[src/design/sgi_pkg.sv]
// shared widths, register indexes and the geometry sideband type for the segment intersection core
package sgi_pkg;

  localparam int CW      = 24;          // coordinate width, signed Q16.8
  localparam int DW      = CW + 1;      // coordinate difference
  localparam int PW      = 2 * DW;      // cross product term
  localparam int NW      = PW + 1;      // numerator / denominator, signed
  localparam int MW      = PW;          // numerator / denominator magnitude
  localparam int HW      = MW / 2;      // half of a magnitude for split multiply
  localparam int NPW     = MW + DW;     // dividend width
  localparam int QB      = 41;          // quotient bits kept, limit is 2^(QB-1)
  localparam int EW      = QB + 2;      // unsaturated crossing coordinate
  localparam int TW      = 50;          // tolerance register width
  localparam int IW      = 2;           // register index width
  localparam int DIV_LAT = QB + 2;      // divider latency in cycles

  typedef enum logic [IW-1:0] {
    CFG_ON_PATH = 2'd0,
    CFG_PAR_TOL = 2'd1
  } cfg_idx_e;

  typedef logic signed [CW-1:0] coord_t;

  typedef struct packed {
    coord_t x1;
    coord_t y1;
    coord_t x2;
    coord_t y2;
    coord_t x3;
    coord_t y3;
    coord_t x4;
    coord_t y4;
    logic   par;
    logic   negx;
    logic   negy;
  } geo_t;

endpackage

[src/design/sgi_back.sv]
// back pipeline: quotient clamp and offset, box tests, saturation, output register
module sgi_back import sgi_pkg::*; (
  input  logic          clk_i,
  input  logic          rst_ni,
  input  logic          en_i,
  input  logic          vld_i,
  input  geo_t          geo_i,
  input  logic [QB-1:0] qx_i,
  input  logic          ox_i,
  input  logic [QB-1:0] qy_i,
  input  logic          oy_i,
  input  logic          mode_i,
  output logic          vld_o,
  output logic          hit_o,
  output coord_t        cross_x_o,
  output coord_t        cross_y_o
);

  localparam logic [QB-1:0] Lim = QB'(1) << (QB - 1);
  localparam logic signed [EW-1:0] SatHi = EW'((64'sd1 <<< (CW - 1)) - 64'sd1);
  localparam logic signed [EW-1:0] SatLo = -SatHi - EW'(1);

  function automatic logic btw(logic signed [EW-1:0] v, coord_t a, coord_t b);
    logic signed [EW-1:0] ea, eb;
    ea = EW'(a);
    eb = EW'(b);
    return (ea < eb) ? (v >= ea && v <= eb) : (v >= eb && v <= ea);
  endfunction

  function automatic coord_t sat(logic signed [EW-1:0] v);
    logic signed [EW-1:0] c;
    c = (v > SatHi) ? SatHi : ((v < SatLo) ? SatLo : v);
    return c[CW-1:0];
  endfunction

  logic [QB-1:0] qmx, qmy;
  logic signed [EW-1:0] xs_d, ys_d, xs_q, ys_q;
  geo_t g_q;
  logic v1_q, vo_q, hit_q, hit_d;
  logic in_a, in_b;
  coord_t cx_q, cy_q;

  always_comb begin
    qmx  = (ox_i || qx_i > Lim) ? Lim : qx_i;
    qmy  = (oy_i || qy_i > Lim) ? Lim : qy_i;
    xs_d = geo_i.negx ? (EW'(geo_i.x1) - $signed({2'b00, qmx}))
                      : (EW'(geo_i.x1) + $signed({2'b00, qmx}));
    ys_d = geo_i.negy ? (EW'(geo_i.y1) - $signed({2'b00, qmy}))
                      : (EW'(geo_i.y1) + $signed({2'b00, qmy}));
  end

  always_comb begin
    in_a  = btw(xs_q, g_q.x1, g_q.x2) && btw(ys_q, g_q.y1, g_q.y2);
    in_b  = btw(xs_q, g_q.x3, g_q.x4) && btw(ys_q, g_q.y3, g_q.y4);
    hit_d = !g_q.par && (mode_i || (in_a && in_b) ||
            (g_q.x1 == g_q.x2 && btw(ys_q, g_q.y1, g_q.y2) && in_b) ||
            (g_q.x3 == g_q.x4 && btw(ys_q, g_q.y3, g_q.y4) && in_a) ||
            (g_q.y1 == g_q.y2 && btw(xs_q, g_q.x1, g_q.x2) && in_b) ||
            (g_q.y3 == g_q.y4 && btw(xs_q, g_q.x3, g_q.x4) && in_a));
  end

  always_ff @(posedge clk_i or negedge rst_ni) begin
    if (!rst_ni) begin
      v1_q <= 1'b0;
      vo_q <= 1'b0;
    end else if (en_i) begin
      v1_q <= vld_i;
      vo_q <= v1_q;
    end
  end

  always_ff @(posedge clk_i) begin
    if (en_i) begin
      xs_q  <= xs_d;
      ys_q  <= ys_d;
      g_q   <= geo_i;
      hit_q <= hit_d;
      cx_q  <= hit_d ? sat(xs_q) : '0;
      cy_q  <= hit_d ? sat(ys_q) : '0;
    end
  end

  assign vld_o     = vo_q;
  assign hit_o     = hit_q;
  assign cross_x_o = cx_q;
  assign cross_y_o = cy_q;

endmodule

[config.mk]
export PLATFORM = sky130hd
export DESIGN_NAME = sgi_back
export DESIGN_NICKNAME = d
export VERILOG_FILES = /design/src/design/sgi_pkg.sv /design/src/design/sgi_back.sv
export SDC_FILE = /design/constraint.sdc
export NUM_CORES = 1
export LEC_CHECK = 0
export ABC_AREA = 1
export BUFFER_PORTS_ARGS = -buffer_cell sky130_fd_sc_hd__buf_4
export CORE_MARGIN = 1
export CORE_UTILIZATION = 63
export CTS_CLUSTER_SIZE = 14
export DETAILED_ROUTE_END_ITERATION = 16
export PLACE_DENSITY = 0.88
export SYNTH_ARGS = -nofsm -noshare
export SYNTH_HDL_FRONTEND = slang
export SYNTH_SLANG_ARGS = --single-unit
[constraint.sdc]
create_clock -name clk_i -period 6.4 [get_ports clk_i]
set_input_delay 0 -clock clk_i [delete_from_list [all_inputs] [get_ports clk_i]]
set_output_delay 0 -clock clk_i [all_outputs]
set_load 0.02 [all_outputs]
==> flow_summary.yaml <==
status:
  outcome: "finished, final reports clean"
setup_path:
  r2r_cells: 17
  slowest_delay_ns: 0.56
  criticalPathCategory: "flop to flop"
  worstPathArrival_ns: 4.96
  cp_num_cells: 17
  cp-end-kind: "flop"
  crit_path_start_kind: "flop"
  cpMostUsedCell: "nand2_1"
  critPathTopFamily: "simple AND/OR/NAND/NOR gates"
  worst_path_max_delay_cell: "nor4_1"
  crit_fanout: 25
  timing.critical_path.required_ns: 6.78
  path_cells: "inv_1 -> ha_1 -> nand2_1 -> nor2_1 -> nand4_1 -> nor4_1 -> nand4_1 -> nand3_1 -> nand3_1 -> nand2_1 -> nand2_1 -> nand2_1 -> nand3_1 -> nand2_1 -> nand2_2 -> buf_4 -> nor2_1"
  path_buf_inv: 2
synthesis:
  synth-adder-area-share: 0.217
  ys_ff_latch: 330
  synth_fp_nets: 4713
  syn_area_um2: 30500
  synth_edf_count: 328
  synth_flop_cell: "edfxtp_1"
  yosys.area_share.simple: 0.227
  synthArstFlopShare: 0.00606
  ys_warn_count: 0
  yosysUniqueCellTypes: 51
  yosys.area_share.xor_xnor: 0.0416
  synth_compound_area_frac: 0.107
  synth_cells: 3901
  synth_top_family_by_area: "simple AND/OR/NAND/NOR gates"
  synth_mux_area_frac: 0
  avgSynthCellArea_um2: 7.82
  yosysSeqAreaShare: 0.324
timing:
  setup_slack_ns: 1.82
  fmax_mhz: 218
  period_needed_ns: 4.58
  max_slew_margin: 0.333
  setup_violations: 0
  finalMaxSlewViolations: 0
  clock_skew_ns: 0.0229
  worst_pin_slew_ns: 1.00
  rsz0062_at_grt: "no"
  hold_viol_final: 0
  finalCritPeriodShare: 0.715
  fin_setup_tns_ns: 0
detailed_routing:
  vias_per_cell: 5.91
  drt_wl_total_um: 98600
  vias: 30100
  drt_iter0_markers: 3229
  ant_nets: 0
  drc: 0
  firstDrtPassIters: 8
  wire_per_inst_um: 19.4
clock_network:
  cts.htree.levels: 2
  cts.path.max_buffers: 3
  numClockSinks: 330
  cts-root-buf: "clkbuf_16"
  clock_latency_ns: 0.58
  cts_tree: "built"
  cts_buffers: 37
  post_cts_buffers: 0
  clk_pin_slew_ns: 0.07
global_route:
  antenna_found_initial: 2
  grtUsageTotal: 0.394
  grt_pass1_vias: 29000
  grt_pass1_wl_um: 153000
  grt.overflow.total: 0
  grt_start_max_net_pins: 164
placed_design:
  dp_hpwl_um: 68300
  routabilityCongestion: 1.01
  place_area_um2: 33700
  numPortBuffers: 333
  dpl.cell_count: 4824
  dpl_worst_slack_ns: 1.45
power:
  power.leakage_uw: 0.0185
  ir_drop_uv: 163
  p_per_area_nw_per_um2: 246
  power_switching_uw: 3660
  p_seq_frac: 0.355
  p_comb_frac: 0.400
  p_int_uw: 5400
  p_clk_frac: 0.246
  swShare: 0.404
worst_hold_path:
  whs_path_depth: 9
  min_path_type: "input port to flop"
die:
  ioPinCount: 334
  initial_core_util: 0.639
  die_h_um: 222
  fp.dieW_um: 222
  rows: 80
  dieArea_um2: 49300
  coreArea_um2: 47700
final_layout:
  nFillCells: 3163
  fin_cells: 5087
  area_growth_pct: 20.8
  final_nets: 5257
  fin_util: 0.772
  drive_above_1_share: 0.0968
  final_area_um2: 36900
run:
  drv_cap: 0
==> flip-flops by register name (all words and copies together) (netlist names) <==
| name | count |
|---|---|
| g_q | 193 |
| xs_q | 43 |
| ys_q | 43 |
| cross_x_o | 24 |
| cross_y_o | 24 |
| hit_o | 1 |
| v1_q | 1 |
| vld_o | 1 |
==> cells in the mapped netlist, types with 3 or more instances <==
cell / number / area [um2]
nand2_2: 6 / 37.5
o41ai_1: 4 / 35.0
nor2_1: 393 / 1480
buf_2: 7 / 35.0
o21ai_1: 9 / 45.0
a21o_1: 26 / 195
nor4_1: 35 / 219
nand2_1: 919 / 3450
o21ai_2: 3 / 26.3
buf_1: 4 / 15.0
nor3b_1: 4 / 30.0
nor2_4: 10 / 113
nand3b_1: 7 / 52.6
o21a_1: 20 / 150
ha_1: 526 / 6580
inv_2: 5 / 18.8
nor2_2: 3 / 18.8
inv_1: 618 / 2320
or2_2: 4 / 25.0
o21ai_0: 154 / 771
and2_1: 3 / 18.8
edfxtp_1: 328 / 9850
nand4_1: 94 / 588
nand3_1: 141 / 706
o221ai_1: 3 / 26.3
clkbuf_1: 14 / 52.6
o31ai_1: 13 / 97.6
nor3_1: 28 / 140
o211ai_1: 13 / 97.6
xnor2_1: 60 / 526
or2_1: 4 / 25.0
a21boi_0: 6 / 45.0
buf_4: 5 / 37.5
a21oi_1: 286 / 1430
xor2_1: 85 / 744
a31oi_1: 25 / 156
o21bai_1: 15 / 113
==> power by group through the flow <==
stage	Clock (uW)	Sequential [uW]	Combinational [uW]
2_1_floorplan	0	2980	2360
3_3_place_gp	0	3170	3160
3_5_place_dp	0	3180	3300
4_1_cts	2150	3150	3430
5_1_grt	2300	3210	4050
6_report	2220	3210	3620
==> area by class of cell <==
cell class	count	area [um2]	share of cell area
antenna	1	2.50	0.0000679
clock buffer	43	991	0.0269
clock inverter	22	201	0.00547
inverter	624	2340	0.0635
multi-input combinational	2914	18100	0.491
sequential	330	9900	0.269
tap	615	769	0.0209
timing repair buffer	538	4550	0.123
==> per-layer routing <==
metal	track usage	up-vias	routed length (um)
met3	0.0742	482	10700
met4	0.238	2	6620
met1	0.509	13500	38200
li1	-	14200	-
met5	0	-	23
met2	0.616	1881	43000
==> layout by cell type (no fill, tap or decap), drive strengths merged, types with 7 or more instances in the layout <==
cell,count
nor3,28
nor4,35
o211ai,13
a31oi,25
buf,341
ha,526
nand2,925
edfxtp,328
o21a,20
clkbuf,43
a21o,26
a21oi,286
nor2,406
xor2,85
nand3b,7
o31ai,13
inv,627
dlygate4sd3,197
o21bai,15
o21ai,166
xnor2,60
a21boi,7
nand3,142
clkinv,13
or2,8
nand4,94
==> through the flow <==
stage / power [uW] / hold slack [ns]
6_report: 9060 / 0.0862
2_1_floorplan: 5340 / -0.296
3_3_place_gp: 6330 / -0.216
5_1_grt: 9550 / 0.143
4_1_cts: 8730 / 0.0791
3_5_place_dp: 6480 / -0.215
==> what timing repair did <==
item	CTS	global route
hold buffers	197	0
gates resized for setup	0	0
endpoints found under the hold margin	211	0
==> path summary, 6_finish.rpt <==
| kind | startpoint | endpoint | slack, ns |
|---|---|---|---|
| min reg2reg | vld_o | vld_o | 0.53 |
| max in group asynchronous | rst_ni | vld_o | 5.99 |
| max | g_q[194] | cross_x_o[9] | 1.82 |
| max reg2reg | g_q[194] | cross_x_o[9] | 1.82 |
| min | qx_i[40] | xs_q[42] | 0.09 |
| min in group asynchronous | rst_ni | v1_q | 0.28 |
==> cells by family after synthesis <==
group	Yosys count
DFF	330
buffers and inverters	657
AOI/OAI and AO/OA	585
adders and majority gates	528
xor gates and xnor gates	145
and+or+nand+nor	1656
==> worst register-to-register path: cells and delay by family (launching register included) <==
kind          cells  cell delay [ns]
flops             1             0.42
fa+ha+maj         1             0.24
buf+inv           2             0.94
simple gates     14             2.80
(Power assumes the default switching activity.)
